==> src/sv/pes_pkg.sv <==
`timescale 1ns / 1ps
package pes_pkg;

  localparam int CAPACITY = 16;
  localparam int OCC_W    = $clog2(CAPACITY + 1);
  localparam int CFG_AW   = 3;

  // input func codes
  localparam logic FUNC_ADD  = 1'b0;
  localparam logic FUNC_STEP = 1'b1;

  // result status codes
  localparam logic [2:0] ST_ADDED   = 3'd0;
  localparam logic [2:0] ST_FIRED   = 3'd1;
  localparam logic [2:0] ST_ADVANCE = 3'd2;
  localparam logic [2:0] ST_EMPTY   = 3'd3;
  localparam logic [2:0] ST_FULL    = 3'd4;

  // cell operations
  localparam logic [1:0] CELL_HOLD = 2'd0;
  localparam logic [1:0] CELL_INS  = 2'd1;
  localparam logic [1:0] CELL_FIRE = 2'd2;

  // register index
  localparam logic REG_START_TIME = 1'b0;

  typedef struct packed {
    logic [7:0]  id;
    logic [31:0] due;
    logic [15:0] per;
  } entry_t;

  typedef struct packed {
    logic [1:0] op;
    entry_t     item;
  } cell_ctl_t;

  typedef struct packed {
    logic        func;
    logic [7:0]  event_id;
    logic [31:0] due_time;
    logic [15:0] period;
  } in_item_t;

  typedef struct packed {
    logic [2:0]  status;
    logic [7:0]  fired_id;
    logic [31:0] current_time;
    logic [4:0]  pending_count;
  } out_item_t;

endpackage

==> src/sv/pes_cell.sv <==
`timescale 1ns / 1ps
module pes_cell import pes_pkg::*; (
  input  logic      clk,
  input  cell_ctl_t ctl,
  input  logic      valid,
  input  logic      le_prev,
  input  logic      le_next,
  input  entry_t    prev_ent,
  input  entry_t    next_ent,
  output entry_t    ent,
  output logic      le
);

  entry_t ent_r;
  entry_t ent_nxt;

  // Entry sits at or before the incoming item in sort order.
  assign le  = valid && (ent_r.due <= ctl.item.due);
  assign ent = ent_r;

  always_comb begin
    ent_nxt = ent_r;
    case (ctl.op)
      CELL_INS: begin
        // keep if due at or before the item, take the item at the boundary, else shift right
        if (!le) begin
          ent_nxt = le_prev ? ctl.item : prev_ent;
        end
      end
      CELL_FIRE: begin
        // head leaves: shift left up to the slot where the item lands
        if (le_next) begin
          ent_nxt = next_ent;
        end else if (le) begin
          ent_nxt = ctl.item;
        end
      end
      default: begin
        ent_nxt = ent_r;
      end
    endcase
  end

  always_ff @(posedge clk) begin
    ent_r <= ent_nxt;
  end

endmodule

==> src/sv/periodic_event_scheduler.sv <==
`timescale 1ns / 1ps
// Periodic event scheduler: a row of CAPACITY cells holds pending events sorted
// by due time, earliest in cell 0, ties kept in arrival order. An add item
// inserts an event (status full-dropped when the row is full); a step item
// fires the head when it is due at or before the current time, reporting its id
// and re-inserting it at current time plus its period (saturating), otherwise
// moves the current time to the head's due time, or reports empty. Each item
// is first decoded against cell 0 with the reschedule time formed, and is then
// shifted and inserted across all cells at once while the result register is
// loaded. A new item is not taken while one is in flight; it is taken once that
// result register is free or being drained.
// Writing start_time also loads the current time.
module periodic_event_scheduler import pes_pkg::*; (
  input  logic              clk,
  input  logic              rst_n,
  input  logic              in_valid,
  output logic              in_stall,
  input  in_item_t          in_data,
  output logic              out_valid,
  input  logic              out_stall,
  output out_item_t         out_data,
  input  logic              cfg_psel,
  input  logic              cfg_penable,
  input  logic              cfg_pwrite,
  input  logic [CFG_AW-1:0] cfg_paddr,
  input  logic [31:0]       cfg_pwdata,
  output logic [31:0]       cfg_prdata,
  output logic              cfg_pready
);

  logic             busy_r;
  logic [1:0]       op_r, op_nxt;
  logic [2:0]       st_r, st_nxt;
  entry_t           item_r, item_nxt;
  logic [OCC_W-1:0] occ_r, occ_nxt;
  logic [31:0]      gt_r;
  logic [31:0]      start_r;
  logic             out_valid_r;
  out_item_t        out_r;

  logic      accept;
  logic      cfg_wr;
  logic      cfg_idx;
  entry_t    head;
  logic [32:0] sum;
  logic [31:0] ndue;
  cell_ctl_t ctl;

  entry_t ent     [CAPACITY];
  logic   le      [CAPACITY];
  entry_t ent_ext [CAPACITY+2];
  logic   le_ext  [CAPACITY+2];

  assign in_stall  = busy_r | (out_valid_r & out_stall);
  assign accept    = in_valid & ~in_stall;
  assign out_valid = out_valid_r;
  assign out_data  = out_r;

  assign cfg_pready = 1'b1;
  assign cfg_wr     = cfg_psel & cfg_penable & cfg_pwrite;
  assign cfg_idx    = cfg_paddr[CFG_AW-1];
  assign cfg_prdata = (cfg_idx == REG_START_TIME) ? start_r : 32'd0;

  // Cell row
  assign ctl.op   = busy_r ? op_r : CELL_HOLD;
  assign ctl.item = item_r;

  assign ent_ext[0]          = '0;
  assign le_ext[0]           = 1'b1;
  assign ent_ext[CAPACITY+1] = '0;
  assign le_ext[CAPACITY+1]  = 1'b0;

  for (genvar i = 0; i < CAPACITY; i++) begin : g_cell
    assign ent_ext[i+1] = ent[i];
    assign le_ext[i+1]  = le[i];

    pes_cell u_cell (
      .clk      (clk),
      .ctl      (ctl),
      .valid    (OCC_W'(i) < occ_r),
      .le_prev  (le_ext[i]),
      .le_next  (le_ext[i+2]),
      .prev_ent (ent_ext[i]),
      .next_ent (ent_ext[i+2]),
      .ent      (ent[i]),
      .le       (le[i])
    );
  end

  // Decode against the head
  assign head = ent[0];
  assign sum  = {1'b0, gt_r} + 33'(head.per);
  assign ndue = sum[32] ? 32'hFFFF_FFFF : sum[31:0];

  always_comb begin
    op_nxt   = CELL_HOLD;
    st_nxt   = ST_ADDED;
    item_nxt = '{id: in_data.event_id, due: in_data.due_time, per: in_data.period};
    if (in_data.func == FUNC_ADD) begin
      if (occ_r == OCC_W'(CAPACITY)) begin
        st_nxt = ST_FULL;
      end else begin
        op_nxt = CELL_INS;
      end
    end else if (occ_r == '0) begin
      st_nxt = ST_EMPTY;
    end else if (head.due <= gt_r) begin
      st_nxt   = ST_FIRED;
      op_nxt   = CELL_FIRE;
      item_nxt = '{id: head.id, due: ndue, per: head.per};
    end else begin
      st_nxt   = ST_ADVANCE;
      item_nxt = head;
    end
  end

  assign occ_nxt = (op_r == CELL_INS) ? occ_r + OCC_W'(1) : occ_r;

  always_ff @(posedge clk) begin
    if (!rst_n) begin
      busy_r      <= 1'b0;
      occ_r       <= '0;
      gt_r        <= 32'd0;
      start_r     <= 32'd0;
      out_valid_r <= 1'b0;
    end else begin
      if (out_valid_r && !out_stall) begin
        out_valid_r <= 1'b0;
      end
      if (accept) begin
        busy_r <= 1'b1;
        op_r   <= op_nxt;
        st_r   <= st_nxt;
        item_r <= item_nxt;
      end
      if (busy_r) begin
        busy_r                  <= 1'b0;
        occ_r                   <= occ_nxt;
        out_valid_r             <= 1'b1;
        out_r.status            <= st_r;
        out_r.fired_id          <= (st_r == ST_FIRED) ? item_r.id : 8'd0;
        out_r.current_time      <= (st_r == ST_ADVANCE) ? item_r.due : gt_r;
        out_r.pending_count     <= 5'(occ_nxt);
        if (st_r == ST_ADVANCE) begin
          gt_r <= item_r.due;
        end
      end
      if (cfg_wr && cfg_idx == REG_START_TIME) begin
        start_r <= cfg_pwdata;
        gt_r    <= cfg_pwdata;
      end
    end
  end

endmodule

==> config.mk <==
export PLATFORM = sky130hd
export DESIGN_NAME = periodic_event_scheduler
export DESIGN_NICKNAME = d
export VERILOG_FILES = /design/src/sv/pes_pkg.sv /design/src/sv/pes_cell.sv /design/src/sv/periodic_event_scheduler.sv
export SDC_FILE = /design/constraint.sdc
export NUM_CORES = 2
export LEC_CHECK = 0
export BUFFER_PORTS_ARGS = -buffer_cell sky130_fd_sc_hd__buf_2
export CAP_MARGIN = 30
export CORE_MARGIN = 8
export CORE_UTILIZATION = 50
export DETAILED_ROUTE_END_ITERATION = 10
export PLACE_DENSITY = 0.69
export SYNTH_ARGS = -nofsm -noshare
export SYNTH_HDL_FRONTEND = slang
export SYNTH_SLANG_ARGS = --single-unit
export TNS_END_PERCENT = 50
==> constraint.sdc <==
create_clock -name clk -period 16.7 [get_ports clk]
set_input_delay 0.835 -clock clk [delete_from_list [all_inputs] [get_ports clk]]
set_output_delay 0.835 -clock clk [all_outputs]
set_load 0.05 [all_outputs]
==> impl_metrics.toml <==
[synth]
ys_warn_count = 0
synth_compound_area_frac = 0.233
avgSynthCellArea_um2 = 9.74
ys_seq_area_frac = 0.407
yosysTopAreaCell = "edfxtp_1"
ys_top_cells_by_area = "edfxtp_1 (39%), ha_1 (9.1%), mux2i_1 (6.1%)"
syn_inst = 7967
synth_mux_area_frac = 0.117
synth_top_family_by_area = "compound AO/OA/AOI/OAI gates"
syn-cell-area_um2 = 77600
synth-main-ff-cell = "edfxtp_1"
synth-simple-area-share = 0.107
synth_xor_area_frac = 0.00282
synth_nets = 8631
async_reset_ff_frac = 0
ys_types = 81
synthAdderAreaFrac = 0.0912
synth_edf_count = 1005
ys_ff_latch = 1076
synth_top_area_frac = 0.389

[sta]
rsz0062_at_grt = "false"
setup-violations-final = 0
relSlewSlack = 0.252
hold_viol_final = 0
fin_ws_ps = 10370
fin_crit_sh = 0.379
final.setup.tns_ps = 0
finalCriticalPeriod_ps = 6330
fin_skew_ps = 29.1
fmax_ghz = 0.158
worst_slew_pin_slew_ps = 1120
maxSlewViolCount = 0

[place]
dp_hpwl_mm = 151
numPortBuffers = 178
pre_cts_ws_ps = 10490
gp_congestion = 0.909

[setup_path]
crit_top_cell = "buf_4"
critPathLaunchType = "flop"
arrival_ps = 6820
crit_type = "flop to flop"
worst_path_largest_cell_delay_ps = 870
path_max_fanout = 67
crit_chain = "inv_1, buf_4, ha_1, and4_1, nand2_1, nor3_1, nand3_1, o31a_1, buf_4, or2_4, buf_4, buf_4, mux2_2, a221o_1"
slowest_stage = "buf_4"
endpoint_kind = "flop"
cp.required_ps = 17200

[clock_network]
cts_setup_buffers = 0
post_cts_resized = 0
cts_num_sinks = 1076
htree_levels = 3
cts-root-buf = "clkbuf_16"
hold_buffers = 0
cts_buffer_depth = 3
clk_latency_ps = 760
numCtsBuffers = 117
cts_tree = "done"
cts.reportedPaths.clkPinSlew_ps = 60

[power_and_ir_drop]
p_leak_nw = 31.0
peakVddDrop_uv = 102
power_density_nw_per_um2 = 82.5

[grt]
grt_use_total = 0.250
overflow = 0
grt_pass1_wl_mm = 351
grt_max_degree = 200
grt_pass1_vias = 61400
antenna_found_initial = 5

[floorplanning]
num_io_pins = 182
core_region_area_um2 = 154000
die_area_um2 = 168000
dieHeight_um = 410
row_count = 144
start_util = 0.504
die_x_um = 410

[detailed_routing]
wirelength_mm = 222
via_count = 63800
vias_per_cell = 6.47
drc = 0
first_pass_iters = 8
avgRoutedWirePerCell_um = 22.5
drt_iter0_markers = 6584
detail-route-antenna-nets = 0

[hold_path]
hp-class = "input pin to flop"

[finish]
final_cell_mix = "edfxtp_1 (1005), o21ai_0 (876), nand2_1 (875)"
fin_nets = 8378
syn_to_final_growth_pct = 7.97
final_common_cell = "edfxtp_1"
drive_gt1_frac = 0.136

[run_status]
outcome = "complete, no violations"

[job]
max_cap_viol_count = 0
-- metrics by stage --
step | cell area [um2] | instances | hold slack [ps] | total power [mW] | util
finish | 83800 | 9861 | 329 | 6.91 | 0.544
detailed placement | 79600 | 9627 | 454 | 4.26 | 0.517
global route | 83800 | 9859 | 313 | 7.17 | 0.544
global placement | 79500 | 9619 | 448 | 4.22 | 0.516
floorplan | 77600 | 7967 | 439 | 4.02 | -
CTS | 83500 | 9847 | 275 | 6.94 | 0.542
-- cell type report --
cell class | count | area [um2]
fill | 13500 | 70300
inverter | 100 | 387
multi-input combinational | 6089 | 43000
timing repair buffer | 330 | 2360
antenna | 2 | 5.00
clock inverter | 61 | 718
clock buffer | 159 | 3140
sequential | 1076 | 31600
tap | 2044 | 2560
-- cells by family after synthesis --
logic type,count (synthesis)
DFF,1076
and+or+nand+nor,1880
adders and majority gates,565
AOI/OAI and AO/OA,2761
buffers and inverters,802
muxes,857
other,1
xor gates and xnor gates,25
-- critical path, delay by kind of cell (launching register included) --
kind	cells	cell delay (ps)
flops	1	860
buf+inv	5	2550
simple gates	5	1280
mux	1	420
fa+ha+maj	1	330
compound gates	2	500
-- state kept, by name, indices dropped and copies added (netlist names) --
name / count
occ_r: 5
op_r: 2
g_cell.u_cell.ent: 896
gt_r: 32
out_data: 48
start_r: 32
busy_r: 1
st_r: 3
ctl: 56
out_valid: 1
-- per-layer routing --
layer	share of wire	wire, um	vias up	global-route usage
met5	0.00012	27	-	0
met4	0.026	5730	4	0.0713
met3	0.076	16800	297	0.0397
met2	0.44	97300	2579	0.382
li1	-	-	30200	-
met1	0.46	102000	30700	0.367
-- synth_stat cells (13+ instances only) --
cell and count:
a211oi_1 93, o21ai_0 876, o31ai_1 89, a21oi_1 560, ha_1 564, clkbuf_1 546, o2bb2ai_1 113, nand3_1 78
inv_1 99, nand4_1 126, a211oi_2 49, a21boi_0 123, xnor2_1 20, dfxtp_1 71, nor2b_1 57, o211ai_1 28
a31o_2 27, buf_2 112, a221o_1 60, o32ai_1 112, nand2_1 877, and3_1 119, and2_1 20, buf_1 17
nor4_1 21, nor2_1 441, nor3_1 87, mux2i_1 472, o221ai_1 56, o221a_2 56, a211o_1 97, o21ai_1 13
buf_4 20, edfxtp_1 1005, mux2_2 385, a21o_1 139, o22ai_1 194
-- worst paths after layout --
kind	start	to	slack (ps)	cells past startpoint
worst max register to register	ctl[38]	g_cell[7].u_cell.ent[4]	10370	14
worst max-delay path	ctl[38]	g_cell[7].u_cell.ent[4]	10370	14
worst min register to register	start_r[10]	start_r[10]	460	2
worst min-delay path	in_valid	busy_r	330	2
-- report_power, final --
part | switching (mW) | total [mW] | internal (mW) | leakage, nW
Combinational | 0.565 | 0.952 | 0.387 | 19.2
Clock | 1.16 | 2.68 | 1.52 | 1.86
Sequential | 0.139 | 3.28 | 3.14 | 9.89
(Power assumes the default switching activity.)
